<file path="config.mk">
export PLATFORM = sky130hd
export DESIGN_NAME = url_form_field_extractor_top
export DESIGN_NICKNAME = d
export VERILOG_FILES = /design/src/design/ufx_pkg.sv /design/src/design/ufx_front.sv /design/src/design/ufx_queue.sv /design/src/design/ufx_back.sv /design/src/design/url_form_field_extractor_top.sv
export SDC_FILE = /design/constraint.sdc
export NUM_CORES = 1
export LEC_CHECK = 0
export BUFFER_PORTS_ARGS = -buffer_cell sky130_fd_sc_hd__buf_2
export CAP_MARGIN = 20
export CORE_UTILIZATION = 60
export DETAILED_ROUTE_END_ITERATION = 8
export PLACE_DENSITY = 0.77
export SYNTH_ARGS = -nofsm -noshare
export SYNTH_HDL_FRONTEND = slang
export SYNTH_HIERARCHICAL = 1
export SYNTH_SLANG_ARGS = --single-unit
export TNS_END_PERCENT = 20
</file>
<file path="constraint.sdc">
create_clock -name clk -period 17.6 [get_ports clk]
set_input_delay 0.88 -clock clk [delete_from_list [all_inputs] [get_ports clk]]
set_output_delay 0.88 -clock clk [all_outputs]
set_load 0.01 [all_outputs]
</file>
<file path="src/design/ufx_pkg.sv">
// Shared types and constants for the URL form field extractor.
`default_nettype none
package ufx_pkg;

    localparam int TAG_MAX_CHARS = 8;
    localparam int TAG_BITS      = 8 * TAG_MAX_CHARS;
    localparam int TAG_IDX_W     = (TAG_MAX_CHARS > 1) ? $clog2(TAG_MAX_CHARS) : 1;

    localparam int CFG_DATA_W = 64;
    localparam int CFG_IDX_W  = 2;

    localparam logic [CFG_IDX_W-1:0] CFG_TAG_CHARS  = 2'd0;
    localparam logic [CFG_IDX_W-1:0] CFG_TAG_LENGTH = 2'd1;
    localparam logic [CFG_IDX_W-1:0] CFG_MAX_LEN    = 2'd2;

    localparam logic [63:0] TAG_CHARS_RST = 64'd0;
    localparam logic [3:0]  TAG_LEN_RST   = 4'd1;
    localparam logic [15:0] MAX_LEN_RST   = 16'd1024;

    localparam int Q_DEPTH = 4;
    localparam int Q_PTR_W = 2;

    // one result word
    typedef struct packed {
        logic [7:0] value;
        logic       is_done;
        logic       found;
        logic       last;
    } item_t;

    // all result words caused by one input word
    typedef struct packed {
        logic [2:0]      cnt;
        item_t [3:0]     items;
    } bundle_t;

    typedef struct packed {
        logic    valid;
        bundle_t data;
    } q_push_t;

    typedef struct packed {
        logic    full;
        logic    empty;
        bundle_t head;
    } q_status_t;

endpackage
`default_nettype wire

</file>
<file path="src/design/ufx_front.sv">
// Front end: tag search, separator skip and percent decoding, one input word per cycle while the queue is not full.
`default_nettype none
module ufx_front
    import ufx_pkg::*;
(
    input  wire logic                  clk,
    input  wire logic                  rst_n,
    input  wire logic                  in_valid,
    input  wire logic [7:0]            data_byte,
    input  wire logic                  end_of_buffer,
    input  wire logic                  q_full,
    output logic                       in_accept,
    output q_push_t                    push,
    input  wire logic                  cfg_we,
    input  wire logic [CFG_IDX_W-1:0]  cfg_index,
    input  wire logic [CFG_DATA_W-1:0] cfg_data
);

    typedef enum logic [2:0] {
        PH_SEARCH  = 3'd0,
        PH_SEP     = 3'd1,
        PH_FIRST   = 3'd2,
        PH_VALUE   = 3'd3,
        PH_STOPPED = 3'd4
    } phase_t;

    typedef struct packed {
        phase_t          ph;
        logic [1:0]      esc;
        logic [7:0]      held;
        logic [15:0]     ecnt;
        logic [1:0]      nval;
        logic [2:0][7:0] vals;
    } work_t;

    logic [63:0]         tag_chars_reg;
    logic [3:0]          tag_len_reg;
    logic [15:0]         max_len_reg;

    phase_t              phase_reg, phase_next;
    logic [TAG_BITS-1:0] win_reg, win_next;
    logic [3:0]          seen_reg, seen_next;
    logic [1:0]          esc_reg, esc_next;
    logic [7:0]          held_reg, held_next;
    logic [15:0]         ecnt_reg, ecnt_next;
    logic                fnd_reg, fnd_next;

    work_t               w;
    logic [3:0]          len;
    logic [1:0]          p;
    bundle_t             bnd;

    function automatic logic [7:0] to_lower(logic [7:0] b);
        return (b >= "A" && b <= "Z") ? b + 8'd32 : b;
    endfunction

    function automatic logic [4:0] hex_value(logic [7:0] b);
        logic [4:0] r;
        r = 5'd0;
        if (b >= "0" && b <= "9") r = {1'b1, 4'(b - "0")};
        else if (b >= "A" && b <= "F") r = {1'b1, 4'(b - "A" + 8'd10)};
        else if (b >= "a" && b <= "f") r = {1'b1, 4'(b - "a" + 8'd10)};
        return r;
    endfunction

    function automatic logic window_match(logic [TAG_BITS-1:0] win, logic [63:0] tag,
                                          logic [3:0] n);
        logic                 ok;
        logic [TAG_IDX_W-1:0] k;
        ok = 1'b1;
        for (int i = 0; i < TAG_MAX_CHARS; i++) begin
            if (4'(i) < n) begin
                k = TAG_IDX_W'(n - 4'd1 - 4'(i));
                if (to_lower(tag[8*i +: 8]) != win[8*k +: 8]) ok = 1'b0;
            end
        end
        return ok;
    endfunction

    function automatic work_t emit_value(work_t s, logic [7:0] v, logic [15:0] lim);
        work_t r;
        r = s;
        if (s.ph == PH_VALUE) begin
            if (s.ecnt >= lim) begin
                r.ph  = PH_STOPPED;
                r.esc = 2'd0;
            end
            else if (s.nval != 2'd3) begin
                r.vals[s.nval] = v;
                r.nval         = s.nval + 2'd1;
                r.ecnt         = s.ecnt + 16'd1;
            end
        end
        return r;
    endfunction

    function automatic work_t plain_byte(work_t s, logic [7:0] b, logic [15:0] lim);
        work_t r;
        r = s;
        if (s.ph == PH_VALUE) begin
            if (b == 8'h00 || b == "&") begin
                r.ph  = PH_STOPPED;
                r.esc = 2'd0;
            end
            else if (b == 8'h0D || b == 8'h0A || b == 8'h09) begin
                r = s;
            end
            else if (b == "+") r = emit_value(s, " ", lim);
            else if (b == "%") r.esc = 2'd1;
            else r = emit_value(s, b, lim);
        end
        return r;
    endfunction

    function automatic work_t value_byte(work_t s, logic [7:0] b, logic [15:0] lim);
        work_t      r;
        logic [4:0] h;
        logic [4:0] hi;
        r  = s;
        h  = hex_value(b);
        hi = hex_value(s.held);
        if (s.esc == 2'd1) begin
            if (h[4]) begin
                r.held = b;
                r.esc  = 2'd2;
            end
            else begin
                r.esc = 2'd0;
                r     = emit_value(r, "%", lim);
                r     = plain_byte(r, b, lim);
            end
        end
        else if (s.esc == 2'd2) begin
            r.esc = 2'd0;
            if (h[4]) begin
                r = emit_value(r, {hi[3:0], h[3:0]}, lim);
            end
            else begin
                r = emit_value(r, "%", lim);
                r = emit_value(r, s.held, lim);
                r = plain_byte(r, b, lim);
            end
        end
        else begin
            r = plain_byte(s, b, lim);
        end
        return r;
    endfunction

    assign in_accept = in_valid && !q_full;
    assign len = (tag_len_reg > 4'(TAG_MAX_CHARS)) ? 4'(TAG_MAX_CHARS) : tag_len_reg;

    always_comb
    begin
        w.ph   = phase_reg;
        w.esc  = esc_reg;
        w.held = held_reg;
        w.ecnt = ecnt_reg;
        w.nval = 2'd0;
        w.vals = '0;
        win_next  = win_reg;
        seen_next = seen_reg;
        fnd_next  = fnd_reg;
        p         = 2'd0;

        case (phase_reg)
            PH_SEARCH:
            begin
                if (data_byte == 8'h00) w.ph = PH_STOPPED;
                else if (len == 4'd0) w.ph = PH_FIRST;
                else
                begin
                    win_next = {win_reg[TAG_BITS-9:0], to_lower(data_byte)};
                    if (seen_reg != 4'hF) seen_next = seen_reg + 4'd1;
                    if (seen_next >= len && window_match(win_next, tag_chars_reg, len))
                        w.ph = PH_SEP;
                end
            end
            PH_SEP:
            begin
                w.ph = (data_byte == 8'h00) ? PH_STOPPED : PH_FIRST;
            end
            PH_FIRST:
            begin
                if (data_byte == 8'h00) w.ph = PH_STOPPED;
                else
                begin
                    fnd_next = 1'b1;
                    w.ph     = PH_VALUE;
                    w        = value_byte(w, data_byte, max_len_reg);
                end
            end
            PH_VALUE:
            begin
                w = value_byte(w, data_byte, max_len_reg);
            end
            default:
            begin
                w.ph = phase_reg;
            end
        endcase

        // flush a held escape at buffer end
        if (end_of_buffer && w.ph == PH_VALUE)
        begin
            p     = w.esc;
            w.esc = 2'd0;
            if (p != 2'd0) w = emit_value(w, "%", max_len_reg);
            if (p == 2'd2) w = emit_value(w, w.held, max_len_reg);
        end

        bnd = '0;
        for (int i = 0; i < 3; i++)
        begin
            if (2'(i) < w.nval) bnd.items[i].value = w.vals[i];
        end
        if (end_of_buffer)
        begin
            bnd.items[w.nval].is_done = 1'b1;
            bnd.items[w.nval].found   = fnd_next;
        end
        bnd.cnt = {1'b0, w.nval} + {2'b00, end_of_buffer};
        if (bnd.cnt != 3'd0) bnd.items[2'(bnd.cnt - 3'd1)].last = 1'b1;

        push.valid = in_accept && (bnd.cnt != 3'd0);
        push.data  = bnd;

        phase_next = w.ph;
        esc_next   = w.esc;
        held_next  = w.held;
        ecnt_next  = w.ecnt;
        if (end_of_buffer)
        begin
            phase_next = PH_SEARCH;
            win_next   = '0;
            seen_next  = 4'd0;
            esc_next   = 2'd0;
            held_next  = 8'd0;
            ecnt_next  = 16'd0;
            fnd_next   = 1'b0;
        end
    end

    always_ff @(posedge clk or negedge rst_n)
    begin
        if (!rst_n)
        begin
            tag_chars_reg <= TAG_CHARS_RST;
            tag_len_reg   <= TAG_LEN_RST;
            max_len_reg   <= MAX_LEN_RST;
            phase_reg     <= PH_SEARCH;
            win_reg       <= '0;
            seen_reg      <= 4'd0;
            esc_reg       <= 2'd0;
            held_reg      <= 8'd0;
            ecnt_reg      <= 16'd0;
            fnd_reg       <= 1'b0;
        end
        else
        begin
            if (cfg_we)
            begin
                case (cfg_index)
                    CFG_TAG_CHARS:  tag_chars_reg <= cfg_data[63:0];
                    CFG_TAG_LENGTH: tag_len_reg   <= cfg_data[3:0];
                    CFG_MAX_LEN:    max_len_reg   <= cfg_data[15:0];
                    default:        tag_len_reg   <= tag_len_reg;
                endcase
            end
            if (in_accept)
            begin
                phase_reg <= phase_next;
                win_reg   <= win_next;
                seen_reg  <= seen_next;
                esc_reg   <= esc_next;
                held_reg  <= held_next;
                ecnt_reg  <= ecnt_next;
                fnd_reg   <= fnd_next;
            end
        end
    end

endmodule
`default_nettype wire

</file>
<file path="src/design/ufx_queue.sv">
// Short queue of result bundles between the front and back ends.
`default_nettype none
module ufx_queue
    import ufx_pkg::*;
(
    input  wire logic      clk,
    input  wire logic      rst_n,
    input  wire q_push_t   push,
    input  wire logic      pop,
    output q_status_t      status
);

    bundle_t               mem [Q_DEPTH];
    logic [Q_PTR_W-1:0]    wr_ptr_reg;
    logic [Q_PTR_W-1:0]    rd_ptr_reg;
    logic [Q_PTR_W:0]      count_reg;
    logic                  do_push;
    logic                  do_pop;

    assign status.full  = (count_reg == (Q_PTR_W+1)'(Q_DEPTH));
    assign status.empty = (count_reg == '0);
    assign status.head  = mem[rd_ptr_reg];
    assign do_push = push.valid && !status.full;
    assign do_pop  = pop && !status.empty;

    always_ff @(posedge clk)
    begin
        if (do_push) mem[wr_ptr_reg] <= push.data;
    end

    always_ff @(posedge clk or negedge rst_n)
    begin
        if (!rst_n)
        begin
            wr_ptr_reg <= '0;
            rd_ptr_reg <= '0;
            count_reg  <= '0;
        end
        else
        begin
            if (do_push) wr_ptr_reg <= wr_ptr_reg + 1'b1;
            if (do_pop) rd_ptr_reg <= rd_ptr_reg + 1'b1;
            if (do_push && !do_pop) count_reg <= count_reg + 1'b1;
            else if (!do_push && do_pop) count_reg <= count_reg - 1'b1;
        end
    end

endmodule
`default_nettype wire

</file>
<file path="src/design/ufx_back.sv">
// Back end: unpacks bundles into single result words behind an output register.
`default_nettype none
module ufx_back
    import ufx_pkg::*;
(
    input  wire logic       clk,
    input  wire logic       rst_n,
    input  wire q_status_t  q,
    output logic            pop,
    output logic            out_valid,
    input  wire logic       out_stall,
    output item_t           out_item
);

    logic        cur_valid_reg;
    item_t [3:0] cur_items_reg;
    logic [2:0]  cur_cnt_reg;
    logic [1:0]  cur_idx_reg;
    logic        out_valid_reg;
    item_t       out_item_reg;
    logic        load;
    item_t       sel;

    assign load = (cur_valid_reg || !q.empty) && (!out_valid_reg || !out_stall);
    assign pop  = load && !cur_valid_reg;
    assign sel  = cur_valid_reg ? cur_items_reg[cur_idx_reg] : q.head.items[0];

    assign out_valid = out_valid_reg;
    assign out_item  = out_item_reg;

    always_ff @(posedge clk)
    begin
        if (load) out_item_reg <= sel;
        if (pop) cur_items_reg <= q.head.items;
    end

    always_ff @(posedge clk or negedge rst_n)
    begin
        if (!rst_n)
        begin
            out_valid_reg <= 1'b0;
            cur_valid_reg <= 1'b0;
            cur_cnt_reg   <= 3'd0;
            cur_idx_reg   <= 2'd0;
        end
        else
        begin
            if (load) out_valid_reg <= 1'b1;
            else if (!out_stall) out_valid_reg <= 1'b0;

            if (load && cur_valid_reg)
            begin
                cur_idx_reg <= cur_idx_reg + 2'd1;
                if ({1'b0, cur_idx_reg} + 3'd1 == cur_cnt_reg) cur_valid_reg <= 1'b0;
            end
            else if (pop)
            begin
                cur_cnt_reg   <= q.head.cnt;
                cur_idx_reg   <= 2'd1;
                cur_valid_reg <= (q.head.cnt > 3'd1);
            end
        end
    end

endmodule
`default_nettype wire

</file>
<file path="src/design/url_form_field_extractor_top.sv">
// URL form field extractor: finds a tag in a query byte stream and emits its decoded value.
//
// Input channel: one buffer byte per word (data_byte, end_of_buffer), taken when
// in_valid is high and in_stall is low. Output channel: one result word per
// accepted handshake (value_byte, is_done, found, last_of_run); last_of_run marks
// the final word caused by one input word, and the word that closes a buffer
// carries is_done with found.
// Each input word causes zero to four result words. The front end takes one input
// word per cycle while the queue is not full and packs its results into one bundle
// of a four-entry queue; the back end sends one result word per cycle from an output
// register while out_stall is low. Sustained rate is one input word per cycle while
// each word yields at most one result and the output is not stalled; a word with
// several results holds the back end until all are sent. in_stall rises only when
// the queue is full, so a stalled output lets up to five result-producing words
// (and any number of silent ones) in before the input stalls. Reset returns the
// search state to the start of a buffer and the registers to tag length 1, empty
// tag and a value limit of 1024 bytes. The user writes configuration through
// cfg_we/cfg_index/cfg_data only while idle; the block does not enforce this.
`default_nettype none
module url_form_field_extractor_top
    import ufx_pkg::*;
(
    input  wire logic                  clk,
    input  wire logic                  rst_n,
    input  wire logic                  in_valid,
    output logic                       in_stall,
    input  wire logic [7:0]            data_byte,
    input  wire logic                  end_of_buffer,
    output logic                       out_valid,
    input  wire logic                  out_stall,
    output logic [7:0]                 value_byte,
    output logic                       is_done,
    output logic                       found,
    output logic                       last_of_run,
    input  wire logic                  cfg_we,
    input  wire logic [CFG_IDX_W-1:0]  cfg_index,
    input  wire logic [CFG_DATA_W-1:0] cfg_data
);

    q_push_t   push;
    q_status_t qs;
    logic      pop;
    logic      in_accept;
    item_t     item;

    ufx_front u_front (
        .clk           (clk),
        .rst_n         (rst_n),
        .in_valid      (in_valid),
        .data_byte     (data_byte),
        .end_of_buffer (end_of_buffer),
        .q_full        (qs.full),
        .in_accept     (in_accept),
        .push          (push),
        .cfg_we        (cfg_we),
        .cfg_index     (cfg_index),
        .cfg_data      (cfg_data)
    );

    ufx_queue u_queue (
        .clk    (clk),
        .rst_n  (rst_n),
        .push   (push),
        .pop    (pop),
        .status (qs)
    );

    ufx_back u_back (
        .clk       (clk),
        .rst_n     (rst_n),
        .q         (qs),
        .pop       (pop),
        .out_valid (out_valid),
        .out_stall (out_stall),
        .out_item  (item)
    );

    assign in_stall    = qs.full;
    assign value_byte  = item.value;
    assign is_done     = item.is_done;
    assign found       = item.found;
    assign last_of_run = item.last;

    // a done word always closes its run
    a_done_is_last: assert property (@(posedge clk) disable iff (!rst_n)
        out_valid && is_done |-> last_of_run)
        else $error("done word without last_of_run");

    // value words never report found, done words carry a zero byte
    a_done_fields: assert property (@(posedge clk) disable iff (!rst_n)
        out_valid && !is_done |-> !found)
        else $error("found set on a value word");

    a_done_zero: assert property (@(posedge clk) disable iff (!rst_n)
        out_valid && is_done |-> value_byte == 8'd0)
        else $error("done word with nonzero byte");

    // an input word that produces results must fit in the queue
    a_no_overflow: assert property (@(posedge clk) disable iff (!rst_n)
        push.valid |-> in_accept && !qs.full)
        else $error("queue push while full");

endmodule
`default_nettype wire
</file>
# Word level (Yosys, flattened, before mapping)
# Memories as Yosys holds them, arrays and structs flattened.
# Index checks and enable logic that the tools add are counted.
totals:
  ram_bits: 188
  elab_cells: 604
  in_bits: 80
  n_memories: 1
  reg_bits: 243
  out_inout_bits: 13
mem_list:
  columns: ["name", "depth", "width", "rd", "rd_ports_with_merged_regs", "wr", "line", "text"]
  rows:
  - ["u_queue.mem", 4, 47, 1, 0, 1, "ufx_queue.sv:13", "bundle_t mem [Q_DEPTH];"]
op_classes:
  magnitude_cmp: 73
  n_mux: 307
  n_shift: 8
  bitwise_logic: 16
  n_reduce_logical: 64
  n_addsub: 53
  n_eq_ne: 45
ops:
  columns: ["op", "n"]
  rows:
  - ["42-bit two-way mux", 44]
  - ["55-bit two-way mux", 26]
  - ["64-bit by 7-bit indexed part select with 8-bit output", 8]
  - ["5-bit two-way mux", 68]
  - ["8-bit two-way mux", 38]
  - ["50-bit two-way mux", 6]
  - ["18-bit two-way mux", 15]
  - ["56-bit two-way mux", 4]
  - ["24-bit bitwise mux", 7]
  - ["16-bit by 1-bit adder with 16-bit output (second input constant)", 9]
  - ["16-bit greater-or-equal comparator", 9]
  - ["44-bit bitwise mux", 3]
  - ["8-bit demux with 2-bit select", 8]
  - ["8-bit by 7-bit less-or-equal comparator with 1-bit output (second input constant)", 13]
  - ["52-bit one-hot mux with 2 select lines", 1]
  - ["8-bit by 7-bit greater-or-equal comparator with 1-bit output (second input constant)", 12]
  - ["44-bit two-way mux", 2]
  - ["21-bit inverter", 4]
  - ["8-bit by 6-bit adder with 8-bit output (second input constant)", 9]
  - ["11-bit demux with 2-bit select", 3]
  - ["8-bit != test", 8]
  - ["52-bit two-way mux", 1]
  - ["3-bit two-way mux", 17]
  - ["4-bit two-way mux", 12]
  - ["other kinds (61)", 239]

# Longest topological paths before layout
logic_depth:
  ltp_word: 72
  depth_mapped: 78

# Cells and area by module
# Netlist, hierarchy kept.
modules_own_cells:
  columns: ["module", "instances", "area_each_um2", "cells_per_inst"]
  rows:
  - ["ufx_front", 1, 19829.0, 2366]
  - ["ufx_queue", 1, 7223.2, 283]
  - ["ufx_back", 1, 2518.7, 148]

# Least setup slack after synthesis
# No wires, ideal clock.
synth_path:
  kind: "reg-to-reg"
  start: "reg u_front.ecnt_reg[0]"
  end: "mem u_queue/mem[0][0] (netlist bit), enable pin"
  synth_period_minus_slack_ns: 15.507
  arrival_ns: 15.055
  path_slack_ns: 2.093
  n_path_buf: 6
  path_stages_with_launch: 69
  path_cell_list: "dfrtp_1 buf_2 clkinv_1 ha_1 nand2b_4 a211oi_2 o21ai_2 a21oi_4 inv_4 buf_8 buf_8 buf_6 buf_2 buf_2 nor4_1 xnor2_1 inv_1 ha_1 [33 not listed] a21o_1 a21o_1 a21o_1 a21o_1 a21o_1 a21o_1 a21o_1 a211oi_1 o21a_1 o31ai_1 a21oi_2 a31oi_2 ha_1 ha_1 nor3_1 nor2_1 nand2_1 nor2_1"
synth_lines:
  columns: ["element", "line", "text"]
  rows:
  - ["start: declaration", "ufx_front.sv:45", "logic [15:0] ecnt_reg, ecnt_next;"]
  - ["start signal: assignment", "ufx_front.sv:277", "ecnt_reg <= ecnt_next;"]
  - ["end: declaration", "ufx_queue.sv:13", null]

==> impl_metrics.tcl <==
set metrics [dict create \
    place.gp.congestion 1.04 \
    rrSetupSlack_ns 0.93 \
    status "completed" \
    cts.sinks 431 \
    synthFlopType "edfxtp_1" \
    synthXorXnorAreaFrac_pct 5.10 \
    hold_violations 0 \
    p_leak_nw 12.8 \
    h-tree-depth 2 \
    drt_iter0_drc 3513 \
    grt_usage_pct 39.8 \
    dieArea_um2 50200 \
    synth_area_per_cell_um2 10.6 \
    syn_area_um2 29600 \
    power.ir.vdd_worst_mv 0.177 \
    synth_area_leaders "edfxtp_1 25%, dfrtp_1 16%, mux4_2 6.0%" \
    cts_hold_buffers 0 \
    endpoint_kind "register" \
    yosysSeqAreaShare_pct 40.6 \
    critical_path_class "reg2reg" \
    max_freq_mhz 60.0 \
    cts_tree "yes" \
    io_buffers 92 \
    cp.arrival_ns 17.19 \
    die_h_um 224 \
    clk_latency_ns 0.61 \
    p_clk_share_pct 21.9 \
    ys_ff_latch 431 \
    hpwl_mm 71.6 \
    synthArstFlopShare_pct 43.6 \
    critPathMaxFanout 55 \
    core_area_um2 48100 \
    wl_mm 99.6 \
    fin_worst_skew_ns 0.0335 \
    relSlewSlack_pct 33.7 \
    grt_pass1_wl_mm 149 \
    final_common_cell "edfxtp_1" \
    drv_slew 0 \
    worst_path_most_repeated_cell "ha_1" \
    crit_family "simple AND/OR/NAND/NOR gates" \
    grt_overflow 0 \
    final_util_pct 67.2 \
    rows 80 \
    cts_buffers 46 \
    cp-start-kind "register" \
    synth_top_area_cell "edfxtp_1" \
    ios 93 \
    grt_start_max_net_pins 111 \
    firstDrtPassIters 9 \
    cp_slowest_stage_delay_ns 0.63 \
    drive_above_1_share_pct 18.8 \
    clockRootBuffer "clkbuf_16" \
    yosysWarnings 6 \
    fin_setup_tns_ns 0 \
    muxShareOfSynthArea_pct 14.2 \
    start_util_pct 61.4 \
    vias_per_cell 7.08 \
    switchingPower_mw 1.71 \
    worst_pin_slew_ns 0.995 \
    power_density_nw_per_um2 132 \
    clock_path_buffers 3 \
    remaining_drc_errors 0 \
    synth_compound_area_share_pct 16.9 \
    r2r_cells 62 \
    fill_cells 3633 \
    setup_viol 0 \
    ys_types 127 \
    layout_common_cells "243 x edfxtp_1, 217 x nand2_1, 183 x dfrtp_1, 177 x nor2_1, 165 x a21oi_1" \
    die_x_um 224 \
    ant_nets 0 \
    power_frac_comb_pct 42.9 \
    antenna_found_initial 9 \
    power.internal_mw 2.55 \
    synth_edf_count 243 \
    fin_crit_sh_pct 94.7 \
    vias 25080 \
    yosys.area_share.adder_pct 6.02 \
    largest_reg_flops 188 \
    cts.clk_slew.worst_paths_ns 0.07 \
    syn_to_final_growth_pct 9.43 \
    period_needed_ns 16.67 \
    drv_cap 0 \
    min-delay-path-class "in2async" \
    worst-path-buf-inv 5 \
    layout.nets 3068 \
    synth_cells 2797 \
    yosysTopAreaCellShare_pct 24.7 \
    wire_per_inst_um 28.1 \
    slowest_stage "or4b_2" \
    rr_startpoint "u_front/ecnt_reg[0]" \
    critPathRequiredTime_ns 18.12 \
    synth-simple-area-share_pct 13.2 \
    synth_top_family_by_area "compound AO/OA/AOI/OAI gates" \
    power_frac_seq_pct 35.2 \
    grt_pass1_vias 24219 \
    rsz0062_at_grt "false" \
    switching_share_pct 40.2 \
    r2r_end "u_queue/count_reg[2]" \
    hold_ws_ns 0.327 \
]
## power groups by stage
| stage | Clock, mW | Sequential [mW] | Combinational, mW |
|---|---|---|---|
| after floorplan | 0 | 1.43 | 1.24 |
| after global placement | 0 | 1.49 | 1.71 |
| after detailed placement | 0 | 1.51 | 1.76 |
| after CTS | 0.949 | 1.49 | 1.78 |
| after global routing | 0.981 | 1.52 | 1.94 |
| final | 0.934 | 1.50 | 1.83 |
## per-stage QoR
| stage | std cells | worst slack (ns) | area [um2] | total power, mW |
|---|---|---|---|---|
| 2_1_floorplan | 2804 | 2.09 | 29600 | 2.67 |
| 3_3_place_gp | 3450 | 0.729 | 30700 | 3.20 |
| 3_5_place_dp | 3454 | 0.339 | 30800 | 3.27 |
| 4_1_cts | 3539 | 0.0947 | 32200 | 4.22 |
| 5_1_grt | 3542 | 0.0856 | 32400 | 4.44 |
| 6_report | 3543 | 0.931 | 32400 | 4.26 |
## per-layer routing
layer,vias up,routed length (um),GRT usage [%]
met2,1700,44200,60.1
met3,301,11000,8.95
met5,-,62,0
li1,10755,-,-
met4,10,5190,20.1
met1,12314,39200,54.0
## timing repair
item / 4_1_cts / 5_1_grt
resized for setup: 0 / 18
buffers inserted: 0 / 2
setup endpoints to repair: 0 / 197
## worst max-delay path by stage
stage | startpoint | endpoint | slack, ns | cells after the start
after floorplan | u_front/ecnt_reg[0] | u_queue/mem[0][0] | 2.09 | 68
after global placement | u_front/max_len_reg[10] | u_queue/count_reg[2] | 0.73 | 59
after detailed placement | u_front/max_len_reg[10] | u_queue/count_reg[2] | 0.34 | 59
after CTS | u_front/max_len_reg[10] | u_queue/count_reg[2] | 0.09 | 59
after global routing | u_front/max_len_reg[10] | u_queue/count_reg[2] | 0.09 | 61
final | u_front/ecnt_reg[0] | u_queue/count_reg[2] | 0.93 | 62
## layout make-up
type / count / area [um2] / area share [%]
multi-input cells: 2115 / 16600 / 51.3
flip-flops and latches: 431 / 12000 / 37.1
clock buffers: 61 / 1250 / 3.85
repair buffers: 169 / 1120 / 3.48
well taps: 656 / 821 / 2.54
inverters: 85 / 327 / 1.01
clock inverters: 24 / 226 / 0.700
diodes: 2 / 5.00 / 0.0155
## cells by family after synthesis
kind of cell / count (synthesis)
and+or+nand+nor: 781
AOI/OAI and AO/OA: 712
DFF: 431
muxes: 304
buffers and inverters: 258
xor gates and xnor gates: 168
adders and majority gates: 142
other: 1
## cell usage after synthesis, types with 12 or more instances
cell / n
o21ai_1: 19
a22oi_1: 12
and2_1: 21
a21o_1: 23
a21oi_1: 166
nand2_1: 218
nor2_1: 181
nand2b_1: 15
clkbuf_1: 116
buf_2: 17
xor2_1: 56
mux2i_1: 121
nand4_1: 37
xnor2_1: 107
dfrtp_1: 186
mux4_2: 79
o211ai_1: 25
a22o_1: 64
mux2_2: 97
or3_1: 17
inv_1: 74
ha_1: 139
buf_1: 12
buf_4: 17
nor2b_1: 31
nor4_1: 16
a2111oi_0: 13
o22ai_1: 23
edfxtp_1: 243
nor3_1: 75
a31oi_1: 27
nor3b_1: 12
nand3_1: 78
o21ai_0: 127
and3_1: 21
a211oi_1: 33
Note: power is estimated with default switching activity, not from simulation.
